### src/design/rau_pkg.sv
// Package for the rational arithmetic unit: operation codes, states, shared widths and divider request/response types.
package rau_pkg;

  localparam int OPERAND_WIDTH_DEF = 32;
  localparam int MAG_W = 64;

  localparam logic [2:0] OP_NORM = 3'd0;
  localparam logic [2:0] OP_ADD  = 3'd1;
  localparam logic [2:0] OP_SUB  = 3'd2;
  localparam logic [2:0] OP_MUL  = 3'd3;
  localparam logic [2:0] OP_DIV  = 3'd4;
  localparam logic [2:0] OP_EQ   = 3'd5;
  localparam logic [2:0] OP_LT   = 3'd6;

  typedef enum logic [4:0] {
    ST_IDLE,
    ST_RA_GCD,
    ST_RA_DIV_N,
    ST_RA_DIV_D,
    ST_RB_GCD,
    ST_RB_DIV_N,
    ST_RB_DIV_D,
    ST_M1,
    ST_M2,
    ST_M3,
    ST_COMBINE,
    ST_RR_GCD,
    ST_RR_DIV_N,
    ST_RR_DIV_D,
    ST_DONE
  } state_t;

  typedef struct packed {
    logic                  start;
    logic [MAG_W-1:0]      dividend;
    logic [MAG_W-1:0]      divisor;
  } div_req_t;

  typedef struct packed {
    logic                  busy;
    logic                  done;
    logic [MAG_W-1:0]      quotient;
    logic [MAG_W-1:0]      remainder;
  } div_rsp_t;

endpackage

### src/design/rau_divider.sv
// Restoring radix-2 divider for 64-bit unsigned magnitudes, one quotient bit per cycle.
module rau_divider (
  input  logic              clk,
  input  logic              rst,
  input  rau_pkg::div_req_t req,
  output rau_pkg::div_rsp_t rsp
);

  localparam int W = rau_pkg::MAG_W;
  localparam int CW = $clog2(W + 1);

  logic [W-1:0]  quo;
  logic [W-1:0]  rem;
  logic [W-1:0]  dsr;
  logic [CW-1:0] cnt;
  logic          busy;
  logic          done;
  logic [W:0]    trial;
  logic [W:0]    shifted;

  always_comb begin
    shifted = {rem, quo[W-1]};
    trial   = shifted - {1'b0, dsr};
  end

  always_ff @(posedge clk) begin
    if (rst) begin
      busy <= 1'b0;
      done <= 1'b0;
      cnt  <= '0;
    end else begin
      done <= 1'b0;
      if (req.start) begin
        busy <= 1'b1;
        cnt  <= CW'(W);
        quo  <= req.dividend;
        rem  <= '0;
        dsr  <= req.divisor;
      end else if (busy) begin
        if (trial[W]) begin
          rem <= shifted[W-1:0];
          quo <= {quo[W-2:0], 1'b0};
        end else begin
          rem <= trial[W-1:0];
          quo <= {quo[W-2:0], 1'b1};
        end
        cnt <= cnt - 1'b1;
        if (cnt == CW'(1)) begin
          busy <= 1'b0;
          done <= 1'b1;
        end
      end
    end
  end

  assign rsp.busy      = busy;
  assign rsp.done      = done;
  assign rsp.quotient  = quo;
  assign rsp.remainder = rem;

endmodule

### config.mk
export PLATFORM = sky130hd
export DESIGN_NAME = rau_divider
export DESIGN_NICKNAME = d
export VERILOG_FILES = /design/src/design/rau_pkg.sv /design/src/design/rau_divider.sv
export SDC_FILE = /design/constraint.sdc
export NUM_CORES = 1
export LEC_CHECK = 0
export ABC_AREA = 1
export BUFFER_PORTS_ARGS = -buffer_cell sky130_fd_sc_hd__buf_2
export CELL_PAD_IN_SITES_DETAIL_PLACEMENT = 0
export CELL_PAD_IN_SITES_GLOBAL_PLACEMENT = 1
export CORE_ASPECT_RATIO = 1.5
export CORE_MARGIN = 2
export CORE_UTILIZATION = 37
export CTS_CLUSTER_SIZE = 30
export DETAILED_ROUTE_END_ITERATION = 10
export HOLD_SLACK_MARGIN = 0.06
export PLACE_DENSITY_LB_ADDON = 0.08
export SYNTH_ARGS = -nofsm -noshare
export SYNTH_HDL_FRONTEND = slang
export SYNTH_SLANG_ARGS = --single-unit
### constraint.sdc
create_clock -name clk -period 8.11 [get_ports clk]
set_input_delay 0.4055 -clock clk [delete_from_list [all_inputs] [get_ports clk]]
set_output_delay 0.4055 -clock clk [all_outputs]
set_load 0.05 [all_outputs]
### Word level (Yosys, flattened, before mapping)

Cells that the tools add are included.

* output and inout port bits: 130
* register bits: 201
* logic and storage cells: 28

* equality and inequality tests: 1
* bitwise operators: 2
* add/subtract/negate cells: 2
* mux-type cells: 11
* reduce and logical (&&, ||, !) cells: 5

Operators with widths (number)
* 64-bit 2-to-1 mux: 4
* 65-bit by 64-bit subtractor with 65-bit output: 1
* 7-bit 2-to-1 mux: 2
* 7-bit by 1-bit == test with 1-bit output, second input constant: 1
* 7-bit by 1-bit subtractor with 7-bit output, second input constant: 1
* 1-bit 2-to-1 mux: 5
* 2-bit AND reduction: 2
* 3-bit OR reduction: 1
* 1-bit inverter: 2
* 2-bit nonzero test: 1
* 2-bit OR reduction: 1

### Logic depth before layout (Yosys ltp)

* depth after elaboration: 4
* mapped depth: 20
* gate-level depth less buffers: 19

### Worst setup path before layout

Ideal clock, no wire load.

* path type: input port to flip-flop
* start: in req[128] in the netlist's numbering
* end: reg quo[0] (enable)
* arrival: 6.893 ns
* required time: 7.449 ns
* buffers on the path: 1
* stages: 3
* path slack: 0.557 ns
* setup time: 0.661 ns
* cells stage by stage: inv_1 -> clkbuf_1 -> a21oi_1

* cells in the longest elaborated chain, start to end: 2

Ends and longest elaborated chain
* start: declaration: RTL line rau_divider.sv:5 `input rau_pkg::div_req_t req,`
* 2-bit nonzero test (no line)
* 2-bit AND reduction (no line)
* end signal: assignment: RTL line rau_divider.sv:36 `quo <= req.dividend;`
* end signal: assignment: RTL line rau_divider.sv:42 `quo <= {quo[W-2:0], 1'b0};`
* end signal: assignment: RTL line rau_divider.sv:45 `quo <= {quo[W-2:0], 1'b1};`
* end: declaration: RTL line rau_divider.sv:12 `logic [W-1:0] quo;`

Every way passes these cells.
A chain may end at the register's enable or synchronous reset.

### Final worst setup path

* start: reg quo[63]
* end: reg rem[22], data pin

* cells in the longest elaborated chain, start to end: 3

Ends and longest elaborated chain
* 65-bit by 64-bit subtractor with 65-bit output: RTL line rau_divider.sv:23 `trial = shifted - {1'b0, dsr};`
* 64-bit 2-to-1 mux: RTL line rau_divider.sv:40 `if (trial[W]) begin`
* 64-bit 2-to-1 mux: RTL line rau_divider.sv:39 `end else if (busy) begin`
* end signal: assignment: RTL line rau_divider.sv:41 `rem <= shifted[W-1:0];`
* end signal: assignment: RTL line rau_divider.sv:44 `rem <= trial[W-1:0];`
* end: declaration: RTL line rau_divider.sv:13 `logic [W-1:0] rem;`

Every way passes these cells. The select of a mux whose other input is x is not followed.

==> out/results.txt <==
Status: completed
Initial Util: 0.376
Final Skew: 26.5 ps
CTS tree: done
Die area: 40800 µm²
Layout cells sized above 1: 0.137
DRC errors left: 0
Buf/Inv on CP: 2
Fin crit period: 3310 ps
CTS Buf Count: 23
Leak: 0.00963 µW
IO Pins: 261
Max VDD drop: 0.172 mV
CP Data Arrival Time: 3590 ps
Post-synth top flop: edfxtp_1
Post-Syn Instances: 2143
Critical path's top delay family: simple AND/OR/NAND/NOR gates
Slew Viols, Final: 0
Vias in the first global route: 13400
Slew of the pin with the lowest slew margin: 1100 ps
Flops & latches, synth: 201
Post-Route WL: 49700 µm
FP Rows: 88
Async set-or-reset flop fraction in the synthesized netlist: 0
Wire length per cell: 16.7 µm
Nets: 2662
Worst-Skew Late Latency: 550 ps
Post-DP HPWL: 40000 µm
Slowest CP cell: nand2_4
Post-cts sizing count: 0
Yosys synthesis warning count: 0
Layout fillers: 4189
CP startpoint kind: flip-flop
Worst Setup End Kind: flip-flop
Vias/cell: 4.57
Fmax: 0.302 GHz
DP Area: 16300 µm²
Yosys cell types: 39
Worst Hold Class: in2reg
Gr ovfl total: 0
Routability cong.: 0.923
DR iter-0 viols: 788
Crit-path max cell delay: 510 ps
Critical Path Fanout Max: 60
Design area: 17700 µm²
Critical-path cell list: inv_1 -> ha_1 -> fa_1 -> inv_1 -> nand2_1 -> nand2_1 -> nand3_1 -> nand2_2 -> nand2_1 -> nand2_2 -> nand2_1 -> nand2_2 -> nand2_2 -> nand2_2 -> nand2_2 -> nand2_4 -> nand2_1 -> nand2_1 -> nor2_1
Seq/Total Area, Yosys: 0.410
Initial antenna violation count: 0
Data required, critical path: 8390 ps
Total negative setup slack: 0 ps
Crit Path Category: reg2reg
Total track usage: 0.239
# port buffers: 260
Commonest non-fill, non-tap cell in the layout: nand2_1
Syn-to-layout area delta: 21.8%
N_diodes: 0
Synthesized cell area: 14500 µm²
Final Hold Viols: 0
Setup violations, final: 0
Core area: 38500 µm²
Layout Utilization: 0.458
CTS Sinks: 201
Die span in x: 166 µm
Largest net degree at the start of global routing: 96
Rel. slew slack: 0.269
Root buf cell: clkbuf_16
Setup slack at placement: 4790 ps
EDFF count, synth: 192
Pwr dens: 211 nW/µm²
RSZ-0062 raised after global routing: no
Antenna viol nets, final: 0
CTS H-tree depth: 1
Avg Inst Size Synth: 6.77 µm²
R2r startpoint: quo[63]
Most frequent cells in the layout: nand2_1, inv_1, buf_2, nor2_1, edfxtp_1
Crit. Startpoint: quo[63]
Final worst slack: 4800 ps
Clk slew on worst S/H paths: 60 ps
Die H: 246 µm
Buffer depth of the longest clock path: 3
MaxCap Viol Count: 0
Synth Net Count: 2341
First-pass GRT wire length: 75100 µm
Total number of vias: 13600
HP Start: req[126]
Final period util: 0.408
Detailed Routing Iterations Pass 1: 5
[cells in the mapped netlist, types with 2 or more instances]
cell / instances / area share
xor2_1: 32 / 0.019
nand3b_1: 14 / 0.0072
nand2_2: 9 / 0.0039
clkbuf_1: 20 / 0.0052
buf_4: 8 / 0.0041
o21bai_1: 9 / 0.0047
nand4_1: 15 / 0.0065
nand3_2: 2 / 0.0014
nor2_4: 2 / 0.0016
buf_6: 6 / 0.0047
inv_2: 8 / 0.0021
ha_1: 66 / 0.057
nand3_1: 60 / 0.021
nor2_2: 7 / 0.0030
o21ai_0: 8 / 0.0028
dfxtp_1: 9 / 0.012
nand2_1: 942 / 0.24
inv_1: 412 / 0.11
nor2_1: 232 / 0.060
edfxtp_1: 192 / 0.40
nor4_1: 4 / 0.0017
a21oi_1: 59 / 0.020
nor3_1: 11 / 0.0038
[metrics by stage]
step / power [µW] / hold WS [ps] / cells
detailed placement: 2700 / 469 / 2870
floorplan: 2310 / 437 / 2143
global route: 3960 / 124 / 2975
global placement: 2700 / 453 / 2870
finish: 3730 / 127 / 2975
CTS: 3780 / 101 / 2975
[cell families (layout without fill, tap and decap cells)]
logic type | after synthesis | after routing | share of synthesized area
AO/OA/AOI/OAI | 81 | 81 | 0.0304
XOR/XNOR | 32 | 32 | 0.0193
adder cells (fa/ha/maj) | 67 | 67 | 0.0583
buffers and inverters | 457 | 794 | 0.124
flip-flops | 201 | 201 | 0.410
AND/OR/NAND/NOR | 1305 | 1305 | 0.358
[area by class of cell]
type,instances,area [µm²],share of cell area
multi-input cells,1485,6780,0.384
flip-flops and latches,201,5950,0.337
repair buffers,332,2000,0.113
inverters,421,1580,0.0896
well taps,495,619,0.0351
clock buffers,26,587,0.0332
clock inverters,15,144,0.00815
[where the power goes]
| part | leakage (µW) | internal (µW) | switching (µW) |
|---|---|---|---|
| Clock | 0.000360 | 589 | 453 |
| Combinational | 0.00735 | 391 | 986 |
| Sequential | 0.00192 | 1260 | 54.9 |
| Total | 0.00963 | 2240 | 1490 |
[layer usage]
layer | track usage | up-vias | routed length (µm)
li1 | - | 7144 | -
met1 | 0.251 | 6104 | 18700
met2 | 0.484 | 291 | 27600
met3 | 0.0263 | 52 | 1790
met4 | 0.0808 | 0 | 1600
met5 | 0 | - | 0
[path summary, 6_finish.rpt]
path | slack [ps] | endpoint | depth (start not counted)
max reg2reg | 4800 | rem[22] | 19
min | 130 | quo[62] | 3
max | 4800 | rem[22] | 19
min reg2reg | 470 | cnt[4] | 1
[registers in the layout, indices dropped and copies added, names as in the netlist]
signal	cells
dsr	64
done	1
cnt	7
busy	1
quo	64
rem	64
[what timing repair did]
action	CTS	global route
endpoints found under the hold margin	64	0
buffers inserted	0	0
hold buffers	64	0
setup endpoints to repair	0	0
[worst reg2reg max path, stage by stage (launching register included)]
cell and delay [ps]:
edfxtp_1 380, inv_1 60, ha_1 230, fa_1 420, inv_1 120, nand2_1 60
nand2_1 60, nand3_1 90, nand2_2 150, nand2_1 80, nand2_2 130, nand2_1 80
nand2_2 120, nand2_2 100, nand2_2 90, nand2_2 70, nand2_4 510, nand2_1 170
nand2_1 90, nor2_1 50
No activity file was read; power rests on OpenSTA's default activity.
